==> src/cle_pkg.sv <==
// Shared types and codes of the circular list engine.
`timescale 1ns / 1ps
package cle_pkg;

   typedef enum logic [2:0] {
      ACT_IF_EMPTY = 3'd0,
      ACT_FRONT    = 3'd1,
      ACT_BACK     = 3'd2,
      ACT_AFTER    = 3'd3,
      ACT_DUMP     = 3'd4
   } act_type;

   typedef enum logic [2:0] {
      ST_OK        = 3'd0,
      ST_FULL      = 3'd1,
      ST_NOT_FOUND = 3'd2,
      ST_IGNORED   = 3'd3,
      ST_EMPTY     = 3'd4
   } status_type;

   typedef enum logic [3:0] {
      S_IDLE,
      S_DISPATCH,
      S_START,
      S_HEAD,
      S_FIRST,
      S_WALK,
      S_INS_CAP,
      S_LINK_A,
      S_LINK_B
   } state_type;

   // controller -> datapath
   typedef struct packed {
      logic       load_req;    // capture request word, at <= tail
      logic       addr_link;   // read address from link read data, else from at
      logic       step_clr;
      logic       step_inc;
      logic       wr_start;    // one-node list at slot 0
      logic       wr_new;      // write new node (value, next)
      logic       wr_at;       // relink node at to new node, bump count
      logic       at_from_ptr;
      logic       next_cap;
      logic       emit;
      logic       emit_elem;
      logic       emit_final;
      status_type emit_status;
   } cmd_type;

   // datapath -> controller
   typedef struct packed {
      logic [2:0] action;
      logic       empty;
      logic       full;
      logic       match;
      logic       last;
   } dp_stat_type;

endpackage

==> src/circular_list_engine.sv <==
// Top level of the circular list engine: sequencer plus datapath.
`timescale 1ns / 1ps
//
//  channel   ports                                       handshake
//  --------  ------------------------------------------  ------------------------
//  request   req_action, req_value, req_key              start & !busy
//  response  rsp_status, rsp_element, rsp_final_item     rsp_valid, one cycle each
//
//  One request word at a time; busy stays high until its last response word.
//  Reject/ignore/empty/full replies: decided in dispatch, reply the cycle after.
//  Insert front/back: dispatch, head, capture, link A, link B; into an empty
//  list: dispatch, start. Insert-after-match: dispatch, head, first, walk to the
//  match (all nodes if the key is absent), link A, link B. Dump: dispatch, head,
//  first, walk, one word per cycle. The walk is paced by one node-store read
//  per cycle. Reset (synchronous) empties the list; node stores are not cleared.
//  Response words cannot be held off by the receiver.
//
module circular_list_engine #(
   parameter int CAPACITY = 32
) (
   input  logic               clock,
   input  logic               reset,
   input  logic               start,
   output logic               busy,
   input  logic [2:0]         req_action,
   input  logic signed [31:0] req_value,
   input  logic signed [31:0] req_key,
   output logic               rsp_valid,
   output logic [2:0]         rsp_status,
   output logic signed [31:0] rsp_element,
   output logic               rsp_final_item
);

   cle_pkg::cmd_type     cmd;
   cle_pkg::dp_stat_type stat;

   // sequencer: dispatch, walk control, two-step relink
   cle_ctrl u_ctrl (
      .clock (clock),
      .reset (reset),
      .start (start),
      .busy  (busy),
      .stat  (stat),
      .cmd   (cmd)
   );

   // node stores, tail/count, response word register
   cle_dp #(.CAPACITY(CAPACITY)) u_dp (
      .clock          (clock),
      .reset          (reset),
      .cmd            (cmd),
      .stat           (stat),
      .req_action     (req_action),
      .req_value      (req_value),
      .req_key        (req_key),
      .rsp_valid      (rsp_valid),
      .rsp_status     (rsp_status),
      .rsp_element    (rsp_element),
      .rsp_final_item (rsp_final_item)
   );

endmodule

==> src/cle_ram.sv <==
// Generic single-write, single-read RAM with registered read data.
`timescale 1ns / 1ps
module cle_ram #(
   parameter int WIDTH = 32,
   parameter int DEPTH = 32
) (
   input  logic                     clock,
   input  logic                     wr_en,
   input  logic [$clog2(DEPTH)-1:0] wr_addr,
   input  logic [WIDTH-1:0]         wr_data,
   input  logic [$clog2(DEPTH)-1:0] rd_addr,
   output logic [WIDTH-1:0]         rd_data
);

   logic [WIDTH-1:0] mem_ff [DEPTH];
   logic [WIDTH-1:0] rd_data_ff;

   always_ff @(posedge clock) begin
      if (wr_en) begin
         mem_ff[wr_addr] <= wr_data;
      end
      rd_data_ff <= mem_ff[rd_addr];
   end

   assign rd_data = rd_data_ff;

endmodule

==> src/cle_ctrl.sv <==
// Sequencer of the circular list engine.
`timescale 1ns / 1ps
module cle_ctrl (
   input  logic                clock,
   input  logic                reset,
   input  logic                start,
   output logic                busy,
   input  cle_pkg::dp_stat_type stat,
   output cle_pkg::cmd_type     cmd
);

   cle_pkg::state_type state_ff, state_in;
   logic act_dump, act_after, act_bad, act_if_empty;

   assign act_dump     = (stat.action == cle_pkg::ACT_DUMP);
   assign act_after    = (stat.action == cle_pkg::ACT_AFTER);
   assign act_if_empty = (stat.action == cle_pkg::ACT_IF_EMPTY);
   assign act_bad      = (stat.action > cle_pkg::ACT_DUMP);

   always_ff @(posedge clock) begin
      if (reset) begin
         state_ff <= cle_pkg::S_IDLE;
      end else begin
         state_ff <= state_in;
      end
   end

   assign busy = (state_ff != cle_pkg::S_IDLE);

   // next state
   always_comb begin
      state_in = state_ff;
      case (state_ff)
         cle_pkg::S_IDLE: begin
            if (start) state_in = cle_pkg::S_DISPATCH;
         end
         cle_pkg::S_DISPATCH: begin
            if (act_bad) begin
               state_in = cle_pkg::S_IDLE;
            end else if (act_if_empty) begin
               state_in = stat.empty ? cle_pkg::S_START : cle_pkg::S_IDLE;
            end else if (act_dump) begin
               state_in = stat.empty ? cle_pkg::S_IDLE : cle_pkg::S_HEAD;
            end else if (stat.empty) begin
               state_in = cle_pkg::S_START;
            end else if (stat.full) begin
               state_in = cle_pkg::S_IDLE;
            end else begin
               state_in = cle_pkg::S_HEAD;
            end
         end
         cle_pkg::S_START:   state_in = cle_pkg::S_IDLE;
         cle_pkg::S_HEAD: begin
            state_in = (act_dump || act_after) ? cle_pkg::S_FIRST : cle_pkg::S_INS_CAP;
         end
         cle_pkg::S_FIRST:   state_in = cle_pkg::S_WALK;
         cle_pkg::S_WALK: begin
            if (act_dump) begin
               if (stat.last) state_in = cle_pkg::S_IDLE;
            end else if (stat.match) begin
               state_in = cle_pkg::S_LINK_A;
            end else if (stat.last) begin
               state_in = cle_pkg::S_IDLE;
            end
         end
         cle_pkg::S_INS_CAP: state_in = cle_pkg::S_LINK_A;
         cle_pkg::S_LINK_A:  state_in = cle_pkg::S_LINK_B;
         cle_pkg::S_LINK_B:  state_in = cle_pkg::S_IDLE;
         default:            state_in = cle_pkg::S_IDLE;
      endcase
   end

   // outputs
   always_comb begin
      cmd = '0;
      cmd.emit_status = cle_pkg::ST_OK;
      case (state_ff)
         cle_pkg::S_IDLE: begin
            cmd.load_req = start;
         end
         cle_pkg::S_DISPATCH: begin
            cmd.emit_final = 1'b1;
            if (act_bad) begin
               cmd.emit        = 1'b1;
               cmd.emit_status = cle_pkg::ST_IGNORED;
            end else if (act_if_empty) begin
               if (!stat.empty) begin
                  cmd.emit        = 1'b1;
                  cmd.emit_status = cle_pkg::ST_IGNORED;
               end
            end else if (act_dump) begin
               if (stat.empty) begin
                  cmd.emit        = 1'b1;
                  cmd.emit_status = cle_pkg::ST_EMPTY;
               end
            end else if (!stat.empty && stat.full) begin
               cmd.emit        = 1'b1;
               cmd.emit_status = cle_pkg::ST_FULL;
            end
         end
         cle_pkg::S_START: begin
            cmd.wr_start   = 1'b1;
            cmd.emit       = 1'b1;
            cmd.emit_final = 1'b1;
         end
         cle_pkg::S_HEAD: begin
            cmd.addr_link = 1'b0;  // read link of tail
         end
         cle_pkg::S_FIRST: begin
            cmd.addr_link = 1'b1;
            cmd.step_clr  = 1'b1;
         end
         cle_pkg::S_WALK: begin
            cmd.addr_link = 1'b1;
            cmd.step_inc  = 1'b1;
            if (act_dump) begin
               cmd.emit       = 1'b1;
               cmd.emit_elem  = 1'b1;
               cmd.emit_final = stat.last;
            end else if (stat.match) begin
               cmd.at_from_ptr = 1'b1;
               cmd.next_cap    = 1'b1;
            end else if (stat.last) begin
               cmd.emit        = 1'b1;
               cmd.emit_final  = 1'b1;
               cmd.emit_status = cle_pkg::ST_NOT_FOUND;
            end
         end
         cle_pkg::S_INS_CAP: begin
            cmd.next_cap = 1'b1;
         end
         cle_pkg::S_LINK_A: begin
            cmd.wr_new = 1'b1;
         end
         cle_pkg::S_LINK_B: begin
            cmd.wr_at      = 1'b1;
            cmd.emit       = 1'b1;
            cmd.emit_final = 1'b1;
         end
         default: begin
            cmd = '0;
         end
      endcase
   end

endmodule

==> src/cle_dp.sv <==
// Datapath of the circular list engine: node stores, list registers, result word.
`timescale 1ns / 1ps
module cle_dp #(
   parameter int CAPACITY = 32
) (
   input  logic                clock,
   input  logic                reset,
   input  cle_pkg::cmd_type     cmd,
   output cle_pkg::dp_stat_type stat,
   input  logic [2:0]          req_action,
   input  logic signed [31:0]  req_value,
   input  logic signed [31:0]  req_key,
   output logic                rsp_valid,
   output logic [2:0]          rsp_status,
   output logic signed [31:0]  rsp_element,
   output logic                rsp_final_item
);

   localparam int IW = $clog2(CAPACITY);
   localparam int CW = $clog2(CAPACITY + 1);

   logic [2:0]    action_ff;
   logic [31:0]   value_ff, key_ff;
   logic [IW-1:0] tail_ff, at_ff, ptr_ff, next_ff;
   logic [CW-1:0] count_ff, steps_ff;
   logic          rsp_valid_ff, rsp_final_ff;
   logic [2:0]    rsp_status_ff;
   logic [31:0]   rsp_element_ff;

   logic [IW-1:0] rd_addr, new_idx, link_rdata, link_waddr, link_wdata;
   logic [31:0]   val_rdata, val_wdata, start_val;
   logic [IW-1:0] val_waddr;
   logic          val_we, link_we, tail_moves;

   assign new_idx   = count_ff[IW-1:0];
   assign rd_addr   = cmd.addr_link ? link_rdata : at_ff;
   assign start_val = (action_ff == cle_pkg::ACT_AFTER) ? key_ff : value_ff;
   // new node becomes the tail on a back insert or an insert after the tail node
   assign tail_moves = (action_ff == cle_pkg::ACT_BACK) ||
                       ((action_ff == cle_pkg::ACT_AFTER) && (at_ff == tail_ff));

   assign val_we    = cmd.wr_start | cmd.wr_new;
   assign val_waddr = cmd.wr_start ? '0 : new_idx;
   assign val_wdata = cmd.wr_start ? start_val : value_ff;

   assign link_we    = cmd.wr_start | cmd.wr_new | cmd.wr_at;
   assign link_waddr = cmd.wr_at ? at_ff : (cmd.wr_start ? '0 : new_idx);
   assign link_wdata = cmd.wr_at ? new_idx : (cmd.wr_start ? '0 : next_ff);

   cle_ram #(.WIDTH(32), .DEPTH(CAPACITY)) u_val_ram (
      .clock   (clock),
      .wr_en   (val_we),
      .wr_addr (val_waddr),
      .wr_data (val_wdata),
      .rd_addr (rd_addr),
      .rd_data (val_rdata)
   );

   cle_ram #(.WIDTH(IW), .DEPTH(CAPACITY)) u_link_ram (
      .clock   (clock),
      .wr_en   (link_we),
      .wr_addr (link_waddr),
      .wr_data (link_wdata),
      .rd_addr (rd_addr),
      .rd_data (link_rdata)
   );

   // payload registers
   always_ff @(posedge clock) begin
      ptr_ff <= rd_addr;
      if (cmd.load_req) begin
         action_ff <= req_action;
         value_ff  <= req_value;
         key_ff    <= req_key;
         at_ff     <= tail_ff;
      end else if (cmd.at_from_ptr) begin
         at_ff <= ptr_ff;
      end
      if (cmd.next_cap) next_ff <= link_rdata;
      if (cmd.step_clr) begin
         steps_ff <= '0;
      end else if (cmd.step_inc) begin
         steps_ff <= steps_ff + CW'(1);
      end
      rsp_status_ff  <= cmd.emit_status;
      rsp_element_ff <= cmd.emit_elem ? val_rdata : 32'd0;
      rsp_final_ff   <= cmd.emit_final;
   end

   // control registers
   always_ff @(posedge clock) begin
      if (reset) begin
         tail_ff      <= '0;
         count_ff     <= '0;
         rsp_valid_ff <= 1'b0;
      end else begin
         rsp_valid_ff <= cmd.emit;
         if (cmd.wr_start) begin
            tail_ff  <= '0;
            count_ff <= CW'(1);
         end else if (cmd.wr_at) begin
            count_ff <= count_ff + CW'(1);
            if (tail_moves) tail_ff <= new_idx;
         end
      end
   end

   assign stat.action = action_ff;
   assign stat.empty  = (count_ff == '0);
   assign stat.full   = (count_ff == CW'(CAPACITY));
   assign stat.match  = (val_rdata == key_ff);
   assign stat.last   = (steps_ff == (count_ff - CW'(1)));

   assign rsp_valid      = rsp_valid_ff;
   assign rsp_status     = rsp_status_ff;
   assign rsp_element    = rsp_element_ff;
   assign rsp_final_item = rsp_final_ff;

   a_count_bound: assert property (@(posedge clock) disable iff (reset)
      count_ff <= CW'(CAPACITY))
      else $error("node count beyond capacity");

   a_tail_in_use: assert property (@(posedge clock) disable iff (reset)
      (count_ff != '0) |-> ({1'b0, tail_ff} < {1'b0, count_ff}))
      else $error("tail outside allocated nodes");

   a_dump_streams: assert property (@(posedge clock) disable iff (reset)
      (rsp_valid_ff && !rsp_final_ff) |=> rsp_valid_ff)
      else $error("dump stream broken before final word");

   a_elem_zero: assert property (@(posedge clock) disable iff (reset)
      (rsp_valid_ff && (rsp_status_ff != cle_pkg::ST_OK)) |-> (rsp_element_ff == 32'd0))
      else $error("element nonzero on non-ok word");

   a_grow_one: assert property (@(posedge clock) disable iff (reset)
      (count_ff != $past(count_ff)) |-> (count_ff == $past(count_ff) + CW'(1)))
      else $error("node count moved by more than one");

endmodule
==> config.mk <==
export PLATFORM = sky130hd
export DESIGN_NAME = circular_list_engine
export DESIGN_NICKNAME = d
export VERILOG_FILES = /design/src/cle_pkg.sv /design/src/circular_list_engine.sv /design/src/cle_ram.sv /design/src/cle_ctrl.sv /design/src/cle_dp.sv
export SDC_FILE = /design/constraint.sdc
export NUM_CORES = 2
export LEC_CHECK = 0
export BUFFER_PORTS_ARGS = -buffer_cell sky130_fd_sc_hd__buf_2
export CORE_AREA = 3 3 335 337
export CTS_CLUSTER_DIAMETER = 50
export CTS_CLUSTER_SIZE = 24
export DETAILED_ROUTE_END_ITERATION = 12
export DIE_AREA = 0 0 338 340
export SLEW_MARGIN = 10
export SYNTH_ARGS = -nofsm -noshare
export SYNTH_HDL_FRONTEND = slang
export SYNTH_HIERARCHICAL = 1
export SYNTH_SLANG_ARGS = --single-unit
==> constraint.sdc <==
create_clock -name clock -period 4.23 [get_ports clock]
set_input_delay 0.846 -clock clock [delete_from_list [all_inputs] [get_ports clock]]
set_output_delay 0.846 -clock clock [all_outputs]
set_load 0.02 [all_outputs]
# == Word level (Yosys, flattened, before mapping) ==
# Memory sizes are Yosys's and may differ from the RTL's. A register that Yosys moved wholly into a read port is not among the register bits.
# Cells that the tools add are included.
# op_classes
n_addsub,3
magnitude_cmp,1
n_eq_ne,16
n_mux,63
n_bitwise,2
n_reduce_logical,16
# ops
operator,count
2-to-1 mux 32 bit,2
2-to-1 mux 4 bit,10
2-to-1 mux 5 bit,7
equality test 32 bit,1
case mux 4 bit (7 select lines),1
2-to-1 mux 1 bit,27
"equality test 4 x 3 -> 1 bit, second input constant",4
2-to-1 mux 3 bit,5
2-to-1 mux 2 bit,7
"adder 6 x 1 -> 6 bit, second input constant",2
"equality test 4 x 2 -> 1 bit, second input constant",2
"equality test 3 x 2 -> 1 bit, second input constant",2
equality test 6 bit,1
"equality test 6 bit, second input constant",1
zero test 6 bit,1
case mux 3 bit (2 select lines),1
OR reduction 2 bit,3
"subtractor 6 x 1 -> 6 bit, second input constant",1
equality test 5 bit,1
"equality test 4 x 1 -> 1 bit, second input constant",1
"equality test 4 bit, second input constant",1
zero test 4 bit,1
case mux 1 bit (2 select lines),2
nonzero test 2 bit,2
other kinds (12),15
# word_totals
register_bits,140
mem_bits_rw,1184
input_bits,70
out_inout_bits,38
elab_cells,118
mem_count,2
# mem_list
memory,depth,word_bits,rd,rd_clocked_by_memory_dff,write_ports,line,source
u_dp.u_val_ram.mem_ff,32,32,1,1,1,cle_ram.sv:15,logic [WIDTH-1:0] mem_ff [DEPTH];
u_dp.u_link_ram.mem_ff,32,5,1,1,1,cle_ram.sv:15,

# == Depth between registers and ports, before layout ==
# depth
depth_word,8
mapped_depth,11
mapped_depth_nobuf,10

# == By module ==
# Netlist, hierarchy kept.
# by_module_without_submodules
mod,instances,cells_each,area_each_um2,seq_area_each_um2
cle_ram (u_dp.u_val_ram),1,2260,40485.1,31390.1
cle_ram (u_dp.u_link_ram),1,277,6344.8,4904.7
cle_dp,1,377,5322.6,3493.4
cle_ctrl,1,65,426.7,80.1

# == Worst setup path after synthesis ==
# Ideal clock, no wire load.
# synth_path
kind,reg-to-reg
from,register u_ctrl.state_ff[1]
to,"memory u_dp.u_val_ram.mem_ff[28][0], enable pin"
setup_time_ns,0.421
t_arrival_ns,3.253
t_required_ns,3.809
slack_ns,0.556
path_stages_with_launch,8
path_buffers,2
synth_period_minus_slack_ns,3.674
path_cell_list,dfxtp_1 nor2b_1 and2_1 clkbuf_1 or2_2 or3b_2 clkbuf_1 nor2_1
# synth_rtl
item,line,source
from (decl),cle_ctrl.sv:12,"cle_pkg::state_type state_ff, state_in;"
from (signal assigned),cle_ctrl.sv:22,state_ff <= cle_pkg::S_IDLE;
from (signal assigned),cle_ctrl.sv:24,state_ff <= state_in;
to (decl),cle_ram.sv:15,

==> reports/qor.yml <==
status: "finished, final reports clean"
rrSetupSlack_ps: 710
drt_iter0_markers: 2802
setup_viol: 0
max_slew_margin_pct: 21.9
dieArea_um2: 115000
reg2reg_from: "u_ctrl/state_ff[2]"
min_to: "u_dp/key_ff[23]"
peakVddDrop_mv: 0.416
core-area_um2: 109000
max_cap_viol_count: 0
grt_pass1_vias: 28000
ys_seq_area_share_pct: 75.8
postSynthCellCount: 2979
cts_tree: "yes"
synth_mux_area_share_pct: 13.1
postPlaceCellArea_um2: 55800
ant_nets: 0
synth_area_um2: 52600
fin_crit_ps: 3520
start_kind: "flip-flop"
hold_depth: 1
critPathKind: "reg2reg"
grt.total_usage_pct: 23.3
synth-edff-count: 1261
worst_pin_slew_ps: 1170
layout-drive-gt1-share_pct: 18.4
fin_worst_skew_ps: 22.9
post-route-period-util_pct: 83.2
regToRegEndpoint: "u_dp/u_val_ram/rd_data[2]"
vias: 27700
synth_nets: 3053
layout.cells.non_filler: 4761
post_cts_buffers: 0
place_inst: 4516
leakage_nw: 20.7
clk_pin_slew_worst_paths_ps: 60
fin_area_um2: 60500
post-place-ws_ps: 740
die_h_um: 340
start_util_pct: 48.2
synth_top_family_by_area: "multiplexers"
holdWs_ps: 279
cts-root-buf: "clkbuf_16"
ys_ff_latch: 1361
synthFlopType: "edfxtp_1"
hold_buffers: 0
rsz0062_at_grt: "no"
end_kind: "flip-flop"
async_flop_share_pct: 0
synth_simple_gate_area_share_pct: 4.24
die_x_um: 338
hp-start: "req_key[23]"
drt_first_pass_iters: 5
required_ps: 4830
cp_num_buf_inv: 4
maxSlewViolCount: 0
grt-ovfl-total: 0
wirelength_mm: 134
area_delta_synth_final_pct: 15.0
clock_latency_ps: 750
cp_cell_sequence: "nand2b_1 > nor2_1 > buf_4 > mux2_8 > buf_12 > buf_12 > buf_4 > mux2i_1 > a22o_1 > nor3_1 > a31oi_1 > nand3_1"
drc: 0
cts.sinks: 1361
nets: 3248
finalWorstSetupSlack_ps: 711
worstPathMaxFanout: 43
fmax_mhz: 284
arrival_ps: 4120
hold_viol_final: 0
antenna_found_initial: 1
path_delay_family: "buffers and inverters"
synth.yosys.warnings: 6
diodes: 0
grt_max_degree: 57
critPathSlowestCell: "dfxtp_1"
hpwl_mm: 76.0
postSynthAreaPerCell_um2: 17.6
synth_xor_area_share_pct: 0.914
slowest_delay_ps: 580
synth_compound_area_share_pct: 4.13
fp-row-count: 121
h-tree-depth: 4
io_pins: 108
clock_path_buffers: 3
place.gp.congestion: 0.799
wire_per_inst_um: 28.1
setup_tns_ps: 0
avgViaCountPerCell: 5.82
io_buffers: 107
grt_first_pass_wirelength_mm: 194
cts_resized: 0
ff2ff_path_depth: 12
ys_types: 50
numCtsBuffers: 132
hp-class: "in2reg"
p_per_area_nw_per_um2: 500
synth_fa_ha_area_share_pct: 0.0952
per-stage QoR:
step / util, % / total power [mW]
3_5_place_dp: 51.1 / 18.1
3_3_place_gp: 51.1 / 18.0
5_1_grt: 55.4 / 31.2
2_1_floorplan: - / 17.1
6_report: 55.4 / 30.2
4_1_cts: 55.4 / 30.5
sequential cells by signal, summed over array words and instances, names as in the netlist, 6 cells and up:
register                flops
u_dp/u_val_ram/mem_ff    1024
u_dp/u_link_ram/mem_ff    160
u_dp/key_ff                32
u_dp/rsp_element           32
u_dp/u_val_ram/rd_data     32
u_dp/value_ff              32
u_dp/count_ff               6
u_dp/steps_ff               6
area by class of cell:
type                       instances  area [um2]
fill                            8291       48700
sequential                      1361       39900
multi-input combinational       1459       12100
clock buffer                     145        3490
timing repair buffer             215        1930
tap                             1476        1850
clock inverter                   100        1190
inverter                           5        18.8
per-layer routing:
layer / up-vias / track usage [%] / wire (um)
met5: - / 0 / 0
met4: 0 / 6.45 / 2930
met3: 191 / 3.77 / 8450
met2: 968 / 38.1 / 65400
met1: 14400 / 32.6 / 56800
li1: 12100 / - / -
how the worst max path moves through the flow:
stage          slack, ps                           end               start  cells past startpoint
3_5_place_dp         740     u_dp/u_val_ram/rd_data[2]  u_ctrl/state_ff[2]                     12
5_1_grt              480     u_dp/u_val_ram/rd_data[2]  u_ctrl/state_ff[2]                     12
3_3_place_gp         910     u_dp/u_val_ram/rd_data[2]  u_ctrl/state_ff[2]                     12
4_1_cts              740     u_dp/u_val_ram/rd_data[2]  u_ctrl/state_ff[2]                     12
2_1_floorplan        560  u_dp/u_val_ram/mem_ff[28][0]  u_ctrl/state_ff[1]                      7
6_report             710     u_dp/u_val_ram/rd_data[2]  u_ctrl/state_ff[2]                     12
layout by cell type (no fill, tap or decap), drive strengths merged, types with 8 or more instances in the layout:
master / instances
a22o: 69
buf: 215
mux2: 50
a31oi: 35
nand3: 104
a21oi: 100
nand2: 127
and2: 34
a22oi: 97
nor4: 9
nor2: 93
clkinvlp: 8
clkbuf: 145
edfxtp: 1261
mux4: 50
dfxtp: 100
inv: 33
bufinv: 15
nand3b: 13
clkinv: 49
xor2: 49
mux2i: 519
nor3: 41
synth_stat cells, types with 5 or more instances:
master / instances / area share, %
nor3_1: 41 / 0.39
nand2_1: 127 / 0.91
xor2_1: 49 / 0.82
a31oi_1: 35 / 0.42
buf_1: 7 / 0.050
or3_1: 7 / 0.083
nand2b_1: 6 / 0.071
buf_6: 16 / 0.34
a21oi_1: 100 / 0.95
nor4_1: 9 / 0.11
buf_2: 38 / 0.36
clkbuf_1: 58 / 0.41
dfxtp_1: 100 / 3.8
a22oi_1: 97 / 1.4
or3b_2: 6 / 0.10
nor2b_1: 7 / 0.083
nand4_1: 6 / 0.071
nor2_1: 92 / 0.66
nand3_1: 104 / 0.99
mux4_2: 50 / 2.1
edfxtp_1: 1261 / 72
mux2_2: 50 / 1.1
nand3b_1: 13 / 0.19
inv_1: 5 / 0.036
and2_1: 34 / 0.40
a22o_1: 69 / 1.1
mux2i_1: 519 / 9.9
buf_4: 33 / 0.47
where the power goes:
group | leakage, nW | internal (mW) | switching [mW] | total, mW
Sequential | 12.2 | 15.0 | 0.222 | 15.2
Combinational | 6.22 | 0.963 | 1.60 | 2.57
Clock | 2.27 | 7.08 | 5.36 | 12.4
cells by family (layout without fill, tap and decap cells):
group,count (synthesis),after routing
DFF,1361,1361
muxes,619,619
and+or+nand+nor,465,465
AOI/OAI and AO/OA,317,317
buffers and inverters,159,465
xor gates and xnor gates,54,54
adders and majority gates,4,4
No activity file was read; power rests on OpenSTA's default activity.
